**config.mk**
```make
export PLATFORM = sky130hd
export DESIGN_NAME = four_button_press_debouncer
export DESIGN_NICKNAME = d
export VERILOG_FILES = /design/src/rtl/fbpd_pkg.sv /design/src/rtl/four_button_press_debouncer.sv /design/src/rtl/fbpd_cfg.sv /design/src/rtl/fbpd_step.sv
export SDC_FILE = /design/constraint.sdc
export NUM_CORES = 1
export LEC_CHECK = 0
export ABC_CLOCK_PERIOD_IN_PS = 7900
export BUFFER_PORTS_ARGS = -buffer_cell sky130_fd_sc_hd__buf_2
export CORE_MARGIN = 5
export CORE_UTILIZATION = 40
export DETAILED_ROUTE_END_ITERATION = 12
export GPL_TIMING_DRIVEN = 0
export PLACE_DENSITY_LB_ADDON = 0.12
export SKIP_CTS_REPAIR_TIMING = 1
export SYNTH_ARGS = -nofsm -noshare
export SYNTH_HDL_FRONTEND = slang
export SYNTH_SLANG_ARGS = --single-unit
```
**constraint.sdc**
```tcl
create_clock -name i_clk -period 7.9 [get_ports i_clk]
set_input_delay 0.395 -clock i_clk [delete_from_list [all_inputs] [get_ports i_clk]]
set_output_delay 0.395 -clock i_clk [all_outputs]
set_load 0.03 [all_outputs]
```
**src/rtl/fbpd_pkg.sv**
```systemverilog
package fbpd_pkg;

    localparam int NUM_BUTTONS = 4;
    localparam int TIME_W      = 32;
    localparam int CFG_DATA_W  = 16;
    localparam int CFG_IDX_W   = 2;

    localparam logic [15:0] DEBOUNCE_RST = 16'd50;
    localparam logic        BUZZER_RST   = 1'b1;
    localparam logic [7:0]  POLL_RST     = 8'd10;

    localparam logic [CFG_IDX_W-1:0] CFG_DEBOUNCE = 2'd0;
    localparam logic [CFG_IDX_W-1:0] CFG_BUZZER   = 2'd1;
    localparam logic [CFG_IDX_W-1:0] CFG_POLL     = 2'd2;

    typedef enum logic [2:0] {
        EV_NONE  = 3'd0,
        EV_A     = 3'd1,
        EV_UP    = 3'd2,
        EV_DOWN  = 3'd3,
        EV_RIGHT = 3'd4
    } t_event;

    typedef struct packed {
        logic [TIME_W-1:0] now_ms;
        logic              level_a;
        logic              level_up;
        logic              level_down;
        logic              level_right;
    } t_in_item;

    typedef struct packed {
        t_event     event_code;
        logic [9:0] tone_hz;
        logic [3:0] pressed_mask;
        logic       combo_active;
    } t_out_item;

    typedef struct packed {
        logic [15:0] debounce_ms;
        logic        buzzer_on;
        logic [7:0]  poll_interval_ms;
    } t_cfg;

    typedef struct packed {
        logic [TIME_W-1:0]                  last_poll_time;
        logic [NUM_BUTTONS-1:0]             button_pressed;
        logic [NUM_BUTTONS-1:0][TIME_W-1:0] press_time;
    } t_state;

    function automatic logic [9:0] tone_of(input logic [1:0] idx);
        logic [9:0] hz;
        case (idx)
            2'd0:    hz = 10'd440;
            2'd1:    hz = 10'd523;
            2'd2:    hz = 10'd392;
            2'd3:    hz = 10'd349;
            default: hz = 10'd0;
        endcase
        return hz;
    endfunction

endpackage

```
**src/rtl/four_button_press_debouncer.sv**
```systemverilog
// Debounces four active-low buttons from timestamped polls and reports press
// events with a tone. One result comes back for every poll transaction, after it
// passes the input register and then the result register, and a new poll can
// be accepted in every cycle: the whole priority scan, release
// check and state update sit in one combinational step between the two
// registers. While a result waits, one more poll can sit in the input register;
// after that the input side stalls until the result is taken.
// The configuration port is always ready; write it only while the block is idle.
module four_button_press_debouncer
    import fbpd_pkg::*;
(
    input  logic                  i_clk,
    input  logic                  i_rst_n,
    input  logic                  i_in_valid,
    output logic                  o_in_ready,
    input  t_in_item              i_in_data,
    output logic                  o_out_valid,
    input  logic                  i_out_ready,
    output t_out_item             o_out_data,
    input  logic                  i_cfg_valid,
    output logic                  o_cfg_ready,
    input  logic [CFG_IDX_W-1:0]  i_cfg_index,
    input  logic [CFG_DATA_W-1:0] i_cfg_data
);

    t_cfg      cfg;
    logic      advance;
    logic      r_in_valid;
    t_in_item  r_in_item;
    t_state    r_state;
    t_state    n_state;
    logic      r_out_valid;
    t_out_item r_out_data;
    t_out_item n_result;

    assign o_cfg_ready = 1'b1;

    fbpd_cfg u_cfg (
        .i_clk   (i_clk),
        .i_rst_n (i_rst_n),
        .i_we    (i_cfg_valid),
        .i_index (i_cfg_index),
        .i_data  (i_cfg_data),
        .o_cfg   (cfg)
    );

    fbpd_step u_step (
        .i_item   (r_in_item),
        .i_state  (r_state),
        .i_cfg    (cfg),
        .o_state  (n_state),
        .o_result (n_result)
    );

    assign advance    = r_in_valid && (!r_out_valid || i_out_ready);
    assign o_in_ready = !r_in_valid || advance;

    always_ff @(posedge i_clk) begin
        if (!i_rst_n) begin
            r_in_valid  <= 1'b0;
            r_out_valid <= 1'b0;
            r_state     <= '0;
        end else begin
            if (o_in_ready) begin
                r_in_valid <= i_in_valid;
            end
            if (advance) begin
                r_state     <= n_state;
                r_out_valid <= 1'b1;
            end else if (i_out_ready) begin
                r_out_valid <= 1'b0;
            end
        end
    end

    // payload
    always_ff @(posedge i_clk) begin
        if (i_in_valid && o_in_ready) begin
            r_in_item <= i_in_data;
        end
        if (advance) begin
            r_out_data <= n_result;
        end
    end

    assign o_out_valid = r_out_valid;
    assign o_out_data  = r_out_data;

endmodule

```
**src/rtl/fbpd_cfg.sv**
```systemverilog
module fbpd_cfg
    import fbpd_pkg::*;
(
    input  logic                  i_clk,
    input  logic                  i_rst_n,
    input  logic                  i_we,
    input  logic [CFG_IDX_W-1:0]  i_index,
    input  logic [CFG_DATA_W-1:0] i_data,
    output t_cfg                  o_cfg
);

    t_cfg r_cfg;

    always_ff @(posedge i_clk) begin
        if (!i_rst_n) begin
            r_cfg.debounce_ms      <= DEBOUNCE_RST;
            r_cfg.buzzer_on        <= BUZZER_RST;
            r_cfg.poll_interval_ms <= POLL_RST;
        end else if (i_we) begin
            case (i_index)
                CFG_DEBOUNCE: r_cfg.debounce_ms      <= i_data;
                CFG_BUZZER:   r_cfg.buzzer_on        <= i_data[0];
                CFG_POLL:     r_cfg.poll_interval_ms <= i_data[7:0];
                default: ;
            endcase
        end
    end

    assign o_cfg = r_cfg;

endmodule

```
**src/rtl/fbpd_step.sv**
```systemverilog
module fbpd_step
    import fbpd_pkg::*;
(
    input  t_in_item  i_item,
    input  t_state    i_state,
    input  t_cfg      i_cfg,
    output t_state    o_state,
    output t_out_item o_result
);

    logic [NUM_BUTTONS-1:0] lv;
    logic [TIME_W-1:0]      since_poll;
    logic [TIME_W-1:0]      held;
    logic                   found;
    t_state                 st;
    t_out_item              res;

    assign lv = {i_item.level_right, i_item.level_down, i_item.level_up, i_item.level_a};

    always_comb begin
        st         = i_state;
        res        = '0;
        found      = 1'b0;
        held       = '0;
        since_poll = i_item.now_ms - i_state.last_poll_time;
        if (since_poll >= {24'd0, i_cfg.poll_interval_ms}) begin
            st.last_poll_time = i_item.now_ms;
            for (int i = 0; i < NUM_BUTTONS; i++) begin
                if (!found && !lv[i] && !i_state.button_pressed[i]) begin
                    found                = 1'b1;
                    st.button_pressed[i] = 1'b1;
                    st.press_time[i]     = i_item.now_ms;
                    res.event_code       = t_event'(3'(i + 1));
                    res.tone_hz          = i_cfg.buzzer_on ? tone_of(2'(i)) : 10'd0;
                end
            end
            if (!found) begin
                for (int i = 0; i < NUM_BUTTONS; i++) begin
                    held = i_item.now_ms - i_state.press_time[i];
                    if (lv[i] && i_state.button_pressed[i] &&
                        held > {16'd0, i_cfg.debounce_ms}) begin
                        st.button_pressed[i] = 1'b0;
                    end
                end
            end
        end
        res.pressed_mask = st.button_pressed;
        res.combo_active = ($countones(st.button_pressed) > 1);
    end

    assign o_state  = st;
    assign o_result = res;

endmodule

```
==> metrics.cfg, run 1 <==
[cells_and_area]
drive_above_1_share = 0.0693
final_cell_mix = nand2_1 (321), ha_1 (229), inv_1 (222)
num-nets-final = 3085
fillers = 5178
synthToLayoutAreaGrowth_pct = 13.2
instances_no_fill = 3488
final_common_cell = nand2_1

[critical_path]
cp_max_fo = 6
cp.arrival_ps = 7850
reg2reg_from = r_in_item[4]
path_common_cell = ha_1
cp_slowest_cell = o41ai_1
critPathLaunchType = flop
path_class = flop to flop
worst_setup_path_end_kind = flop
slowest_delay_ps = 760
startpoint = r_in_item[4]
cp_data_required_time_ps = 8220
crit_chain = inv_1 -> ha_1 -> nor2b_1 -> o31a_1 -> o311a_1 -> o41ai_1 -> nand2_1 -> a31oi_1 -> xnor2_1 -> ha_1 -> and3_1 -> nand2_1 -> or4_1 -> o21ai_0 -> o21ai_0 -> nor4_1 -> nand4_1 -> nor4_1 -> and4_1 -> or2_1 -> ha_1 -> and2_1 -> fa_1 -> or2_2

[routing]
avgViaCountPerCell = 5.61
wl_per_cell_um = 19.3
vias = 19569
wirelength_um = 67400
first_iter_violations = 1210
drcViolationCount = 0
ant_nets = 0
dr.pass1.iters = 5

[clock_tree]
cts_tree = built
clk_latency_ps = 580
cts_sinks = 244
htree_levels = 1
clk_pin_slew_ps = 60
ctsLongestPathBuffers = 3
cts_root_buf = clkbuf_16
numCtsBuffers = 30

[die]
die_x_um = 235
die-height_um = 235
rows = 82
io_pins = 80
initial_utilization = 0.404
coreArea_um2 = 50100
dieArea_um2 = 55100

[logic_synthesis]
synth_ff_type = dfxtp_1
syn_nets = 2934
yosys.area.top_type = dfxtp_1
synthCells = 2640
synth_area_um2 = 20200
async_flop_share = 0
ys_seq_area_frac = 0.268
ys_ff_latch = 244
yosys-top-cells-area = dfxtp_1 (19%), ha_1 (14%), edfxtp_1 (7.9%)
avgSynthCellArea_um2 = 7.66
synth_cell_types = 89
synth_top_area_share = 0.189
synth_edf_count = 53
yosysWarnings = 0

[timing]
fin_hold_ws_ps = 54.3
max_slew.worst_pin.slew_ps = 1270
final_max_slew_viol_count = 0
clock.fmax_ghz = 0.133
min_period_ps = 7520
finalCritPeriodShare = 0.952
hold_viol = 0
setup_viol = 0
max_slew_margin = 0.149
final.setup.worst_slack_ps = 378
rsz0062_at_grt = no
fin_worst_skew_ps = 17.1
setup_tns_ps = 0

[global_route]
grt_pass1_vias = 18621
grt_usage = 0.231
antenna_found_initial = 2
grt_max_degree = 28
grt_pass1_wl_um = 103000
grt_overflow = 0

[power_and_ir_drop]
ir_worst_vdd_mv = 0.117
p_leak_nw = 8.62
powerDensity_nw_per_um2 = 168
power.total_w = 0.00385

[run]
cap_viol_max_count = 0

[place]
hpwl_um = 51500
io_buffers = 77
gp_congestion = 0.931
dp_cells = 3391
dp_worst_setup_slack_ps = 164

[hold_path]
min_from = i_in_valid
hold_path.class = input port to flop

[status]
status = complete, no violations

-- cells in the mapped netlist, drive strengths merged (53+ instances only) --
library cell / n
edfxtp: 53
a21oi: 181
a21o: 70
o21ai: 268
nand3: 169
dfxtp: 191
inv: 222
nor2: 126
clkbuf: 92
ha: 229
xnor2: 63
nand2: 322
-- routing by layer --
| layer | vias to the layer above | routed length, um | GRT usage |
|---|---|---|---|
| li1 | 9791 | - | - |
| met1 | 9177 | 29600 | 0.298 |
| met2 | 471 | 31000 | 0.387 |
| met3 | 130 | 3480 | 0.0338 |
| met4 | 0 | 3290 | 0.0995 |
| met5 | - | 0 | 0 |
-- flip-flops by register name, indices dropped and copies added, names as in the netlist --
name and flops:
o_out_data 17, r_in_valid 1, r_state 164, o_out_valid 1, r_in_item 36, u_cfg.o_cfg 25
-- worst max-delay path: cells and delay by family, from the launching register on --
family | cells | cell delay (ps)
AND/OR/NAND/NOR | 12 | 2900
XOR/XNOR | 1 | 140
adder cells (fa/ha/maj) | 4 | 1200
buffers and inverters | 1 | 330
flip-flops | 1 | 640
AO/OA/AOI/OAI | 6 | 2040
-- cells by family after synthesis --
group	share of synthesized area
buffers and inverters	0.0677
XOR/XNOR	0.0446
flip-flops	0.268
other	0.000186
AND/OR/NAND/NOR	0.206
AO/OA/AOI/OAI	0.256
adder cells (fa/ha/maj)	0.148
multiplexers	0.0100
-- power by group --
| group | internal [W] | total (W) | switching, W |
|---|---|---|---|
| combinational | 0.000415 | 0.00104 | 0.000625 |
| sequential | 0.00132 | 0.00140 | 0.0000757 |
| clock | 0.000846 | 0.00142 | 0.000570 |
-- worst paths after layout --
kind	end	slack, ps	cells past startpoint
max	o_out_data[0]	380	24
min	r_in_valid	50	3
max reg2reg	o_out_data[0]	380	24
min reg2reg	r_state[110]	450	2
-- area by class of cell --
cell class | count | area [um^2] | area share
Inverter | 222 | 833 | 0.0364
Clock buffer | 37 | 798 | 0.0349
Sequential cell | 244 | 5420 | 0.237
Clock inverter | 19 | 211 | 0.00924
Buffer | 128 | 536 | 0.0234
Multi-Input combinational cell | 2046 | 13400 | 0.587
Timing Repair Buffer | 119 | 807 | 0.0353
Tap cell | 672 | 841 | 0.0367
Antenna cell | 1 | 2.50 | 0.000109
-- through the flow --
stage / utilization / cell area [um^2]
floorplan: - / 20200
global placement: 0.428 / 21400
detailed placement: 0.429 / 21500
CTS: 0.449 / 22500
global route: 0.457 / 22900
finish: 0.457 / 22900
Power figures use the tool's default switching activity.
==> inputs of run 2 (changes only) <==
Settings changed: CORE_ASPECT_RATIO set to 1.5.
==> run 2 against run 1 <==
Routed wire length grew 5.2%; register-to-register slack got worse by 130 ps; via count grew 1.1%; worst setup slack got worse by 130 ps; sequential share of layout area rose by 0.23 points; clock power shrank 4%; maximum frequency is 1.7% lower; critical path depth unchanged; first-iteration DRC count is 10% lower.
==> metrics.cfg, run 2 (synthesis results as in run 1) <==
[clock_tree]
cts_sinks = 244  ; unchanged
cts_tree = built
clk_latency_ps = 580  ; about the same
ctsLongestPathBuffers = 3  ; unchanged
clk_pin_slew_ps = 60  ; about the same
numCtsBuffers = 27  ; -10%
htree_levels = 1  ; unchanged
cts_root_buf = clkbuf_16

[timing]
max_slew_margin = 0.0828  ; -0.0664
max_slew.worst_pin.slew_ps = 1370  ; +99.1 ps
min_period_ps = 7650  ; +127 ps
fin_worst_skew_ps = 21.8  ; +4.65 ps
hold_viol = 0  ; unchanged
clock.fmax_ghz = 0.131  ; -1.7%
rsz0062_at_grt = no
final_max_slew_viol_count = 0  ; unchanged
finalCritPeriodShare = 0.968  ; +0.0161
setup_viol = 0  ; unchanged

[routing]
first_iter_violations = 1085  ; -10%
vias = 19791  ; +1.1%
wl_per_cell_um = 20.5  ; +6.0%
avgViaCountPerCell = 5.72  ; +1.9%
dr.pass1.iters = 6  ; +1
drcViolationCount = 0  ; unchanged
wirelength_um = 70900  ; +5.2%
ant_nets = 0  ; unchanged

[cells_and_area]
final_cell_mix = nand2_1 (321), ha_1 (229), inv_1 (222)
largest_register = r_state
fillers = 5230  ; +1.0%
drive_above_1_share = 0.0680  ; -0.00124
instances_no_fill = 3462  ; -0.75%
final_common_cell = nand2_1
synthToLayoutAreaGrowth_pct = 12.1
num-nets-final = 3067  ; -0.58%
largest_reg_flops = 164  ; unchanged
antenna_cells = 0  ; -1
fin_area_um2 = 22700  ; -0.97%

[place]
io_buffers = 77  ; unchanged
dpl-instance-area_um2 = 21500  ; about the same
gp_congestion = 0.924  ; -0.78%
dp_cells = 3387  ; -0.12%
hpwl_um = 55300  ; +7.4%

[critical_path]
crit_buf_inv = 3  ; +2
path_delay_family = simple AND/OR/NAND/NOR gates
worst_setup_path_end_kind = flop
path_class = flop to flop
path_common_cell = ha_1
cp.arrival_ps = 7970  ; +120 ps
critPathLaunchType = flop
slowest_delay_ps = 640  ; -120 ps
cp_slowest_cell = edfxtp_1
cp_data_required_time_ps = 8220  ; about the same
cp_max_fo = 10  ; +4
crit_chain = inv_1 -> ha_1 -> nor2b_1 -> o31ai_2 -> a21oi_1 -> nor2_1 -> xnor2_1 -> ha_1 -> a21oi_1 -> o211ai_1 -> nor3_1 -> nand4_1 -> or4_1 -> nor4_1 -> nand4_1 -> nor4_4 -> buf_4 -> buf_6 -> o31ai_1 -> or2_1 -> ha_1 -> and2_1 -> fa_1 -> or2_2

[global_route]
grt_max_degree = 25  ; -11%
grt_overflow = 0  ; unchanged
antenna_found_initial = 2  ; unchanged
grt_pass1_wl_um = 109000  ; +5.0%
grt_usage = 0.246  ; +0.0146
grt_pass1_vias = 19245  ; +3.4%

[die]
coreArea_um2 = 50300  ; +0.45%
die-height_um = 285  ; +22%
die_x_um = 194  ; -18%
dieArea_um2 = 55200  ; +0.17%
rows = 101  ; +23%
io_pins = 80  ; unchanged
initial_utilization = 0.402  ; -0.00183

[power_and_ir_drop]
ir_worst_vdd_mv = 0.176  ; +50%
p_leak_nw = 8.55  ; -0.81%
powerDensity_nw_per_um2 = 168  ; -0.25%

[hold_path]
hold_path.class = input port to flop

[status]
status = complete, no violations

[run]
cap_viol_max_count = 0  ; unchanged

## run 2: report_power, final
group | internal [W] | leakage [nW] | switching, W
logic | 0.000411 | 6.02 | 0.000638
clock network | 0.000796 | 0.466 | 0.000560
registers | 0.00132 | 2.06 | 0.0000800
## run 2: worst paths after layout
kind                 startpoint            end  slack (ps)  cells after the start
setup / recovery   r_in_item[4]  o_out_data[0]         250                     24
hold / removal    i_in_data[13]  r_in_item[13]           7                      1
setup reg to reg   r_in_item[4]  o_out_data[0]         250                     24
hold reg to reg     r_state[13]    r_state[13]         450                      2
## run 2: layout make-up
| cell class | count | area (um^2) | area share |
|---|---|---|---|
| clock buffers | 34 | 742 | 0.0327 |
| inverters | 222 | 833 | 0.0368 |
| multi-input cells | 2046 | 13400 | 0.593 |
| flip-flops and latches | 244 | 5420 | 0.239 |
| repair buffers | 104 | 666 | 0.0294 |
| plain buffers | 128 | 536 | 0.0236 |
| clock inverters | 15 | 194 | 0.00856 |
| well taps | 669 | 837 | 0.0369 |
## run 2: per-layer routing
layer  global-route usage  up-vias  part of all wire
li1                     -     9750                 -
met1                0.274     9463              0.39
met2                0.477      450              0.53
met3               0.0197      128             0.034
met4               0.0981        0             0.046
met5                    0        -                 0
## run 2: through the flow
| step | power (W) | setup TNS [ps] | utilization | hold slack (ps) | setup WS (ps) |
|---|---|---|---|---|---|
| CTS | 0.00382 | -6.32 | 0.445 | -40.2 | -6.32 |
| detailed placement | 0.00246 | 0 | 0.427 | 440 | 7.75 |
| finish | 0.00381 | 0 | 0.451 | 6.92 | 250 |
| floorplan | 0.00215 | 0 | - | 428 | 2010 |
| global placement | 0.00244 | 0 | 0.426 | 436 | 44.0 |
| global route | 0.00401 | 0 | 0.451 | 1.80 | 56.7 |
